### src/rtl/core/tccs_pkg.sv
`timescale 1ns / 1ps
// ----------------------------------------------------------------------------
// Text console package
// Geometry, field widths, operation codes, character codes and the store
// access request shared by the console sequencer and the cell store.
// ----------------------------------------------------------------------------
package tccs_pkg;

	localparam int COLUMNS    = 80;
	localparam int ROWS       = 25;
	localparam int CELL_COUNT = ROWS * COLUMNS;

	localparam int ADDR_W = $clog2(CELL_COUNT);
	localparam int OP_W   = 2;
	localparam int CHAR_W = 8;
	localparam int IDX_W  = 11;
	localparam int CELL_W = 16;
	localparam int ROW_W  = 5;
	localparam int COL_W  = 7;
	localparam int CLR_W  = 4;
	localparam int CFG_W  = 1;

	localparam logic [OP_W-1:0] OP_PUT     = 2'd0;
	localparam logic [OP_W-1:0] OP_CLEAR   = 2'd1;
	localparam logic [OP_W-1:0] OP_NEWLINE = 2'd2;
	localparam logic [OP_W-1:0] OP_READ    = 2'd3;

	localparam logic [CFG_W-1:0] REG_FG = 1'd0;
	localparam logic [CFG_W-1:0] REG_BG = 1'd1;

	localparam logic [CHAR_W-1:0] CHAR_LF    = 8'h0a;
	localparam logic [CHAR_W-1:0] CHAR_CR    = 8'h0d;
	localparam logic [CHAR_W-1:0] CHAR_BLANK = 8'h20;

	localparam logic [CLR_W-1:0] FG_RESET = 4'd7;
	localparam logic [CLR_W-1:0] BG_RESET = 4'd0;

	typedef struct packed {
		logic              we;
		logic [ADDR_W-1:0] waddr;
		logic [CELL_W-1:0] wdata;
		logic              re;
		logic [ADDR_W-1:0] raddr;
	} mem_req_t;

endpackage

### src/rtl/core/tccs_ctrl.sv
`timescale 1ns / 1ps
// ----------------------------------------------------------------------------
// Text console sequencer
// Cursor, colour registers and the sequencer that drives the store's write
// and read ports for writes, reads, scrolling copies and fill sweeps.
// ----------------------------------------------------------------------------
module tccs_ctrl (
	input  logic                          clk,
	input  logic                          arst_n,
	input  logic                          start,
	output logic                          busy,
	input  logic [tccs_pkg::OP_W-1:0]     operation,
	input  logic [tccs_pkg::CHAR_W-1:0]   character,
	input  logic [tccs_pkg::IDX_W-1:0]    cell_index,
	output logic                          done,
	output logic [tccs_pkg::CELL_W-1:0]   read_cell,
	output logic [tccs_pkg::ROW_W-1:0]    cursor_row,
	output logic [tccs_pkg::COL_W-1:0]    cursor_col,
	output logic                          scrolled,
	input  logic                          cfg_valid,
	output logic                          cfg_ready,
	input  logic [tccs_pkg::CFG_W-1:0]    cfg_index,
	input  logic [tccs_pkg::CLR_W-1:0]    cfg_data,
	output tccs_pkg::mem_req_t            req,
	input  logic [tccs_pkg::CELL_W-1:0]   rdata
);
	import tccs_pkg::*;

	localparam logic [2:0] S_IDLE   = 3'd0;
	localparam logic [2:0] S_EXEC   = 3'd1;
	localparam logic [2:0] S_SCROLL = 3'd2;
	localparam logic [2:0] S_DRAIN  = 3'd3;
	localparam logic [2:0] S_FILL   = 3'd4;

	localparam logic [IDX_W:0]  CELL_LIMIT = (IDX_W+1)'(CELL_COUNT);
	localparam logic [ADDR_W-1:0] LAST_CELL  = ADDR_W'(CELL_COUNT - 1);
	localparam logic [ADDR_W-1:0] ROW_ONE    = ADDR_W'(COLUMNS);
	localparam logic [ADDR_W-1:0] BOTTOM_ROW = ADDR_W'(CELL_COUNT - COLUMNS);
	localparam logic [COL_W-1:0]  LAST_COL   = COL_W'(COLUMNS - 1);
	localparam logic [ROW_W-1:0]  LAST_ROW   = ROW_W'(ROWS - 1);

	logic [2:0]        state_q;
	logic [OP_W-1:0]   op_q;
	logic [CHAR_W-1:0] ch_q;
	logic [IDX_W-1:0]  idx_q;
	logic [ROW_W-1:0]  row_q;
	logic [COL_W-1:0]  col_q;
	logic [CLR_W-1:0]  fg_q;
	logic [CLR_W-1:0]  bg_q;
	logic [ADDR_W-1:0] cnt_q;
	logic [ADDR_W-1:0] waddr_q;
	logic [CELL_W-1:0] fill_word_q;
	logic              pend_q;
	logic              init_q;
	logic              done_q;
	logic              sel_q;
	logic              scrolled_q;

	logic              is_ctrl_ch;
	logic              print_ch;
	logic              adv;
	logic              read_hit;
	logic [ADDR_W-1:0] put_addr;
	logic [CELL_W-1:0] blank_word;

	assign is_ctrl_ch = (ch_q == CHAR_LF) || (ch_q == CHAR_CR);
	assign print_ch   = (op_q == OP_PUT) && !is_ctrl_ch;
	assign adv        = (op_q == OP_NEWLINE) || ((op_q == OP_PUT) && (ch_q == CHAR_LF))
		|| (print_ch && (col_q == LAST_COL));
	assign read_hit   = {1'b0, idx_q} < CELL_LIMIT;
	assign put_addr   = ADDR_W'(row_q * COLUMNS) + ADDR_W'(col_q);
	assign blank_word = {bg_q, fg_q, CHAR_BLANK};

	assign busy       = (state_q != S_IDLE);
	assign cfg_ready  = 1'b1;
	assign done       = done_q;
	assign read_cell  = (done_q && sel_q) ? rdata : '0;
	assign cursor_row = row_q;
	assign cursor_col = col_q;
	assign scrolled   = done_q && scrolled_q;

	always_comb begin
		req = '0;
		case (state_q)
			S_EXEC: begin
				if (print_ch) begin
					req.we    = 1'b1;
					req.waddr = put_addr;
					req.wdata = {bg_q, fg_q, ch_q};
				end else if ((op_q == OP_READ) && read_hit) begin
					req.re    = 1'b1;
					req.raddr = ADDR_W'(idx_q);
				end
			end
			S_SCROLL: begin
				req.re    = 1'b1;
				req.raddr = cnt_q;
				req.we    = pend_q;
				req.waddr = waddr_q;
				req.wdata = rdata;
			end
			S_DRAIN: begin
				req.we    = pend_q;
				req.waddr = waddr_q;
				req.wdata = rdata;
			end
			S_FILL: begin
				req.we    = 1'b1;
				req.waddr = cnt_q;
				req.wdata = fill_word_q;
			end
			default: begin
			end
		endcase
	end

	always_ff @(posedge clk or negedge arst_n) begin
		if (!arst_n) begin
			state_q     <= S_FILL;
			cnt_q       <= '0;
			fill_word_q <= '0;
			init_q      <= 1'b1;
			pend_q      <= 1'b0;
			done_q      <= 1'b0;
			sel_q       <= 1'b0;
			scrolled_q  <= 1'b0;
			row_q       <= '0;
			col_q       <= '0;
			fg_q        <= FG_RESET;
			bg_q        <= BG_RESET;
		end else begin
			done_q <= 1'b0;
			if (cfg_valid) begin
				case (cfg_index)
					REG_FG:  fg_q <= cfg_data;
					REG_BG:  bg_q <= cfg_data;
					default: begin
					end
				endcase
			end
			case (state_q)
				S_IDLE: begin
					if (start) begin
						op_q       <= operation;
						ch_q       <= character;
						idx_q      <= cell_index;
						sel_q      <= 1'b0;
						scrolled_q <= 1'b0;
						state_q    <= S_EXEC;
					end
				end
				S_EXEC: begin
					if (op_q == OP_CLEAR) begin
						row_q       <= '0;
						col_q       <= '0;
						cnt_q       <= '0;
						fill_word_q <= blank_word;
						state_q     <= S_FILL;
					end else if (adv) begin
						col_q <= '0;
						if (row_q == LAST_ROW) begin
							scrolled_q  <= 1'b1;
							pend_q      <= 1'b0;
							fill_word_q <= blank_word;
							if (ROWS > 1) begin
								cnt_q   <= ROW_ONE;
								state_q <= S_SCROLL;
							end else begin
								cnt_q   <= BOTTOM_ROW;
								state_q <= S_FILL;
							end
						end else begin
							row_q   <= row_q + 1'b1;
							done_q  <= 1'b1;
							state_q <= S_IDLE;
						end
					end else begin
						if (print_ch) begin
							col_q <= col_q + 1'b1;
						end else if (op_q == OP_PUT) begin
							col_q <= '0;
						end
						sel_q   <= (op_q == OP_READ) && read_hit;
						done_q  <= 1'b1;
						state_q <= S_IDLE;
					end
				end
				S_SCROLL: begin
					pend_q  <= 1'b1;
					waddr_q <= cnt_q - ROW_ONE;
					cnt_q   <= cnt_q + 1'b1;
					if (cnt_q == LAST_CELL) begin
						state_q <= S_DRAIN;
					end
				end
				S_DRAIN: begin
					pend_q  <= 1'b0;
					cnt_q   <= BOTTOM_ROW;
					state_q <= S_FILL;
				end
				S_FILL: begin
					cnt_q <= cnt_q + 1'b1;
					if (cnt_q == LAST_CELL) begin
						state_q <= S_IDLE;
						if (init_q) begin
							init_q <= 1'b0;
						end else begin
							done_q <= 1'b1;
						end
					end
				end
				default: begin
					state_q <= S_IDLE;
				end
			endcase
		end
	end

endmodule

### config.mk
export PLATFORM = sky130hd
export DESIGN_NAME = tccs_ctrl
export DESIGN_NICKNAME = d
export VERILOG_FILES = /design/src/rtl/core/tccs_pkg.sv /design/src/rtl/core/tccs_ctrl.sv
export SDC_FILE = /design/constraint.sdc
export NUM_CORES = 1
export LEC_CHECK = 0
export BUFFER_PORTS_ARGS = -buffer_cell sky130_fd_sc_hd__buf_2
export CORE_MARGIN = 5
export CORE_UTILIZATION = 53
export CTS_CLUSTER_DIAMETER = 120
export DETAILED_ROUTE_END_ITERATION = 6
export GPL_TIMING_DRIVEN = 0
export PLACE_DENSITY_LB_ADDON = 0.3
export SYNTH_ARGS = -nofsm -noshare
export SYNTH_HDL_FRONTEND = slang
export SYNTH_SLANG_ARGS = --single-unit
export TNS_END_PERCENT = 1
### constraint.sdc
create_clock -name clk -period 4.07 [get_ports clk]
set_clock_uncertainty 0.05 [all_clocks]
set_input_delay 1.221 -clock clk [delete_from_list [all_inputs] [get_ports clk]]
set_output_delay 1.221 -clock clk [all_outputs]
set_load 0.05 [all_outputs]
# [Word level (Yosys, flattened, before mapping)]
# Cells that the tools add are included.
[word_totals] reg_bits=87 in_bits=46 output_inout_bits=72 wordCells=125
[op_classes] n_addsub=5 mul=1 order_cmp=1 eq_ne=22 mux=45 n_bitwise=1 reduce_logical=34
[ops] cell="$pmux W28 S3" n=1
[ops] cell="$mux W16" n=4
[ops] cell="$mux W11" n=3
[ops] cell="$pmux W11 S3" n=1
[ops] cell="$mux W28" n=1
[ops] cell="$mux W7" n=4
[ops] cell="$mux W12" n=2
[ops] cell="$pmux W12 S2" n=1
[ops] cell="$eq A8 B4 Y1 const B" n=2
[ops] cell="$ne A2 B2 Y1 const B" n=8
[ops] cell="$mux W3" n=5
[ops] cell="$mux W5" n=3
[ops] cell="$pmux W3 S5" n=1
[ops] cell="$reduce_and A3 Y1" n=5
[ops] cell="$mux W1" n=14
[ops] cell="$add A11 B1 Y11 const B" n=1
[ops] cell="$add A11 B7 Y11" n=1
[ops] cell="$eq A11 B11 Y1 const B" n=1
[ops] cell="$lt A11 B11 Y1 const B" n=1
[ops] cell="$sub A11 B7 Y11 const B" n=1
[ops] cell="$reduce_and A2 Y1" n=5
[ops] cell="$reduce_bool A3 Y1" n=3
[ops] cell="$reduce_and A4 Y1" n=2
[ops] cell="$add A7 B1 Y7 const B" n=1
[ops] cell="23 further kinds" n=38

# [Longest topological paths before layout]
# Gate-level depths: netlist of run 1.
[depth] ltp_word=9 ltp_mapped=9 mapped_depth_nobuf=9

# [Worst setup path after synthesis of run 1]
# OpenSTA, ideal clock, no wires.
[synth_timing] kind="register -> output" start="register row_q[1], in the netlist cursor_row[1]" end="output port req[38] (netlist name)" arrival_ns=2.755 required_time_ns=2.799 setup_slack_ns=0.044 stages_incl_launch_ff=10 n_path_buf=0 cell_sequence="dfrtp_1 > ha_1 > ha_1 > fa_1 > xor2_1 > o2111ai_1 > xnor2_1 > xnor2_1 > a222oi_1 > inv_1"
[synth_lines] item="from (decl)" line_no="tccs_ctrl.sv:46" rtl="logic [ROW_W-1:0] row_q;"
[synth_lines] item="from (signal assigned)" line_no="tccs_ctrl.sv:173" rtl="row_q <= row_q + 1'b1;"
[synth_lines] item="to (decl)" line_no="tccs_ctrl.sv:24" rtl="output tccs_pkg::mem_req_t req,"

==> results of run 1 <==
## metal layers
metal	track usage	part of all wire
met5	0	0
met4	0.0747	0.015
met3	0.0560	0.069
met2	0.388	0.50
met1	0.312	0.41
## path summary, 6_finish.rpt
path | slack, ps | start | to | depth (start not counted)
hold / removal | 420 | cnt_q[3] | waddr_q[3] | 0
hold reg to reg | 420 | cnt_q[3] | waddr_q[3] | 0
min in group asynchronous | 1030 | arst_n | cursor_row[3] | 1
max in group asynchronous | 2150 | arst_n | cursor_row[1] | 1
setup / recovery | 40 | ch_q[5] | req[32] | 8
setup reg to reg | 1330 | cursor_row[1] | fill_word_q[9] | 9
## what timing repair did
item | CTS | global route
endpoints found under the setup margin | 27 | 25
endpoints found under the hold margin | 0 | 0
pin swaps | 8 | 9
resized for setup | 20 | 9
gates cloned | 0 | 0
setup buffers | 6 | 1
## synth_stat cells (all sizes together) (6+ instances only)
| master | count | area, µm² |
|---|---|---|
| nand3 | 11 | 55.1 |
| nor3 | 6 | 30.0 |
| inv | 30 | 113 |
| xnor2 | 7 | 61.3 |
| dfrtp | 43 | 1080 |
| edfxtp | 32 | 961 |
| a222oi | 19 | 190 |
| mux2 | 17 | 195 |
| nor2 | 27 | 101 |
| nand2 | 27 | 101 |
| nand2b | 8 | 50.1 |
| clkbuf | 21 | 88.8 |
| a21oi | 13 | 65.1 |
| o21ai | 25 | 129 |
| and3 | 22 | 140 |
| xor2 | 6 | 52.6 |
| ha | 16 | 200 |
| mux2i | 7 | 70.1 |
| nor2b | 7 | 43.8 |
| a22o | 20 | 176 |
## kinds of logic after synthesis
kind of cell | after synthesis | share of synthesized area
multiplexers | 24 | 0.0591
adder cells (fa/ha/maj) | 18 | 0.0535
other | 1 | 0.000836
XOR/XNOR | 13 | 0.0254
AO/OA/AOI/OAI | 108 | 0.181
flip-flops | 80 | 0.483
AND/OR/NAND/NOR | 128 | 0.148
buffers and inverters | 54 | 0.0488
## power groups by stage
stage / Sequential [mW] / Clock [mW] / Combinational [mW]
floorplan: 1.21 / 0 / 0.912
global placement: 1.17 / 0 / 1.28
detailed placement: 1.18 / 0 / 1.31
CTS: 1.15 / 0.572 / 1.38
global route: 1.17 / 0.601 / 1.50
finish: 1.16 / 0.565 / 1.39
## worst max-delay path, cell delays in order (launching register included)
cell      delay [ps]
edfxtp_1         430
or4b_4           550
or2_4            280
o21ai_4          180
nor2_4           100
buf_8            180
a222oi_1         400
inv_1            120
buf_6            170
## state kept, by name, indices dropped and copies added (netlist names), 2 cells and up
register	count
fill_word_q	9
cursor_col	7
waddr_q	11
op_q	2
cnt_q	11
state_q	3
bg_q	4
fg_q	4
idx_q	11
ch_q	8
cursor_row	5
## cell type report
type                            count  area (µm²)
Sequential cell                    80        2170
Clock inverter                      3        15.0
Clock buffer                       13         170
Multi-Input combinational cell    292        2170
Timing Repair Buffer              124         657
Tap cell                          105         131
Fill cell                         685        2670
Buffer                             24         121
Inverter                           30         113
## cells in the final DEF (no fill, tap or decap), drive strengths merged, types with 6 or more instances in the layout
cell	Yosys	final
buf	3	127
dfrtp	43	43
clkbuf	21	34
edfxtp	32	32
inv	30	30
nand2	27	27
nor2	27	27
o21ai	25	25
and3	22	22
a22o	20	20
a222oi	19	19
mux2	17	17
ha	16	16
a21oi	13	13
nand3	11	11
nand2b	8	8
nor2b	7	7
xnor2	7	7
mux2i	7	7
nor3	6	6
xor2	6	6
==> results_dict.tcl, run 1 <==
set metrics [dict create \
    fin_cells 671 \
    synth.distinct_cells 58 \
    grt_max_degree 51 \
    vias 4024 \
    rsz0062_at_grt "yes" \
    holdWs_ps 420 \
    drive_gt1_frac 0.336 \
    pin_count 118 \
    status "complete, no violations" \
    antenna_cells 0 \
    cts_tree "done" \
    tightest_slew_ps 1150 \
    cts-buffers-inserted 9 \
    synth-main-ff-cell "dfrtp_1" \
    min_period_ps 4030 \
    slew_viol_final 0 \
    powerDensity_mw_per_mm2 561 \
    antenna_found_initial 0 \
    wl_per_cell_um 18.3 \
    power_leakage_nw 2.78 \
    avgSynthCellArea_um2 10.5 \
    drt_pass1_iterations 5 \
    fin_crit_sh 0.991 \
    worst_ep_arrival_time_ps 2760 \
    utilization 0.675 \
    cts_max_level 3 \
    grt.overflow.total 0 \
    maxCapViolations 0 \
    synth_seq_area_share 0.483 \
    end_kind "output port" \
    p_comb_frac 0.447 \
    power.share.sequential 0.372 \
    syn_inst 426 \
    cts.sinks 80 \
    drtIter0Drc 332 \
    async_flop_share 0.600 \
    initial_core_util 0.546 \
    dp_hpwl_um 8980 \
    synth.cell_area_mm2 0.00449 \
    grt_usage 0.237 \
    relSlewSlack 0.230 \
    max_clock_freq_ghz 0.248 \
    finalPower_mw 3.11 \
    cellInternalPower_mw 1.74 \
    ant_nets 0 \
    peakVddDrop_mv 0.287 \
    clk_latency_ps 360 \
    p_sw_mw 1.38 \
    swShare 0.442 \
    gp_congestion 0.920 \
    wirelength_um 12300 \
    row_count 33 \
    fin_nets 625 \
    core-area_mm2 0.00822 \
    start_kind "flop" \
    synth_seq_cells 80 \
    clkPwrFrac 0.182 \
    portBuffers 116 \
    grt_pass1_vias 3930 \
    fin_setup_tns_ps 0 \
    fp.dieH_um 102 \
    crit_type "flop to output port" \
    detail_route.vias_per_cell 6.00 \
    grt_pass1_wl_um 19200 \
    die-area_mm2 0.0104 \
    hold_viol 0 \
    crit_fanout 10 \
    min_path_type "flop to flop" \
    stdcell_area_mm2 0.00555 \
    post_dp_cell_area_mm2 0.00522 \
    syn_to_final_growth_pct 23.7 \
    postSynthNetCount 490 \
    cts.path.max_buffers 2 \
    layout_setup_ws_ps 36.6 \
    post-route-drc-count 0 \
    cts.clk_slew.worst_paths_ps 80 \
    cts_hold_buf 0 \
    setup_violations 0 \
    yosysWarnings 0 \
    synth_edf_count 32 \
    die_w_um 102 \
    worstPathRequired_ps 2800 \
    place_ws_ps 82.3 \
    cts_root_buffer "clkbuf_8" \
    placed_cells 648 \
]
No activity file was read; power rests on OpenSTA's default activity.
==> run 2, diff against run 1 <==
Settings changed: RECOVER_POWER set to 25, SLEW_MARGIN set to 20.
Clock period 4.07 ns to 3.9 ns, I/O delays scaled along.
==> results_dict.tcl, run 2 (synthesized netlist as in run 1, its figures left out) <==
set metrics [dict create \
    status "complete, but fails checks" \
    violations "negative setup slack" \
    setup_violations 12 \
    min_period_ps 3960 \
    mostFrequentLayoutCell "buf_2" \
    hold_viol 0 \
    min_path_type "flop to flop" \
    cts_tree "done" \
    min_from "cnt_q[3]" \
    grt_pass1_vias 3921 \
    powerDensity_mw_per_mm2 582 \
    row_count 33 \
    ant_nets 0 \
    fp.dieH_um 102 \
    swShare 0.447 \
    fin_nets 629 \
    p_comb_frac 0.455 \
    pin_count 118 \
    fin_crit_sh 1.02 \
    cts-buffers-inserted 9 \
    detail_route.vias_per_cell 5.96 \
    grt_usage 0.242 \
    cts_max_level 3 \
    r2r_slack_ps 1090 \
    syn_to_final_growth_pct 24.6 \
    cts.path.max_buffers 2 \
    drt_pass1_iterations 6 \
    p_sw_mw 1.46 \
    dp_hpwl_um 9120 \
    tightest_slew_ps 765 \
    finalPower_mw 3.26 \
    portBuffers 116 \
    crit_type "flop to output port" \
    post-route-drc-count 0 \
    placed_cells 648 \
    antenna_found_initial 0 \
    seqCellArea_mm2 0.00217 \
    max_clock_freq_ghz 0.252 \
    cts_hold_buf 0 \
    gp_congestion 0.916 \
    crit_fanout 8 \
    r2r_end "fill_word_q[12]" \
    slew_viol_final 0 \
    whs_endpoint "waddr_q[3]" \
    reg2regPathDepth 9 \
    cts_root_buffer "clkbuf_8" \
    wl_per_cell_um 18.6 \
    r2r-start "cursor_row[1]" \
    cts.sinks 80 \
    worstPathRequired_ps 2680 \
    multi_input_comb_area_mm2 0.00217 \
    layout_setup_ws_ps -61.8 \
    fin_cells 675 \
    core-area_mm2 0.00822 \
    start_kind "flop" \
    power_leakage_nw 2.80 \
    slowest_delay_ps 560 \
    drive_gt1_frac 0.337 \
    fill_cells 648 \
    reg_top3 "cnt_q x11, idx_q x11, waddr_q x11" \
    crit_chain "or4b_4 -> or2_4 -> o21ai_4 -> nor2_4 -> buf_6 -> a222oi_1 -> inv_1 -> buf_6" \
    end_kind "output port" \
    die_w_um 102 \
    power.share.sequential 0.371 \
    vias 4021 \
    cellInternalPower_mw 1.80 \
    cp_slowest_cell "or4b_4" \
    relSlewSlack 0.488 \
    worst_ep_arrival_time_ps 2740 \
    grt.overflow.total 0 \
    wirelength_um 12600 \
    rsz0062_at_grt "yes" \
    antenna_cells 0 \
    clk_latency_ps 350 \
    grt_pass1_wl_um 19600 \
    final_cell_mix "buf_2 (107), dfrtp_1 (39), edfxtp_1 (32)" \
    cpMostUsedCell "buf_6" \
    worstHoldPathCells 0 \
    peakVddDrop_mv 0.333 \
    clkPwrFrac 0.174 \
    die-area_mm2 0.0104 \
    grt_max_degree 51 \
    drtIter0Drc 338 \
    cts.clk_slew.worst_paths_ps 80 \
    initial_core_util 0.546 \
    maxCapViolations 0 \
]
[run 2: per-stage QoR]
stage / worst slack, ps / TNS, ps / util / hold slack [ps] / cell area, µm²
after global routing: -166 / -3130 / 0.680 / 406 / 5590
after global placement: -898 / -18890 / 0.633 / 376 / 5200
after detailed placement: -113 / -438 / 0.635 / 381 / 5210
after CTS: -111 / -189 / 0.677 / 399 / 5570
final: -61.8 / -331 / 0.680 / 398 / 5590
after floorplan: 14.8 / 0 / - / 373 / 4490
[run 2: area by class of cell]
class	count	area share
clock inverter	4	0.00515
multi-input combinational	292	0.388
sequential	80	0.389
tap	105	0.0235
clock buffer	12	0.0260
timing repair buffer	128	0.128
inverter	30	0.0201
buffer	24	0.0208
[run 2: layer usage]
| layer | up-vias | wire (µm) | GRT usage |
|---|---|---|---|
| met4 | 0 | 308 | 0.105 |
| met1 | 1951 | 5100 | 0.317 |
| li1 | 1866 | - | - |
| met3 | 23 | 893 | 0.0437 |
| met5 | - | 0 | 0 |
| met2 | 181 | 6260 | 0.393 |
[run 2: how the worst max path moves through the flow]
| stage | from | slack, ps | endpoint | cells past startpoint |
|---|---|---|---|---|
| floorplan | cursor_row[0] | 10 | req[33] | 4 |
| global placement | arst_n | -900 | idx_q[9] | 2 |
| detailed placement | ch_q[5] | -110 | req[32] | 8 |
| CTS | cursor_row[1] | -110 | req[38] | 10 |
| global route | ch_q[5] | -170 | req[31] | 8 |
| finish | ch_q[5] | -60 | req[32] | 8 |
[run 2: repair_timing]
action / 4_1_cts / 5_1_grt
cloned: 0 / 1
setup endpoints to repair: 28 / 27
resized for setup: 32 / 1
pin swaps: 13 / 9
buffers inserted: 8 / 2
[run 2: power by group through the flow]
stage | Sequential, mW | Clock [mW] | Combinational (mW)
2_1_floorplan | 1.27 | 0 | 0.952
3_3_place_gp | 1.22 | 0 | 1.34
3_5_place_dp | 1.23 | 0 | 1.37
4_1_cts | 1.20 | 0.570 | 1.47
5_1_grt | 1.23 | 0.612 | 1.59
6_report | 1.21 | 0.565 | 1.48
[run 2: critical path: cells and delay by family, from the launching register on]
kind	cells	cell delay (ps)
buffers and inverters	3	440
flip-flops	1	420
AND/OR/NAND/NOR	3	940
AO/OA/AOI/OAI	2	600
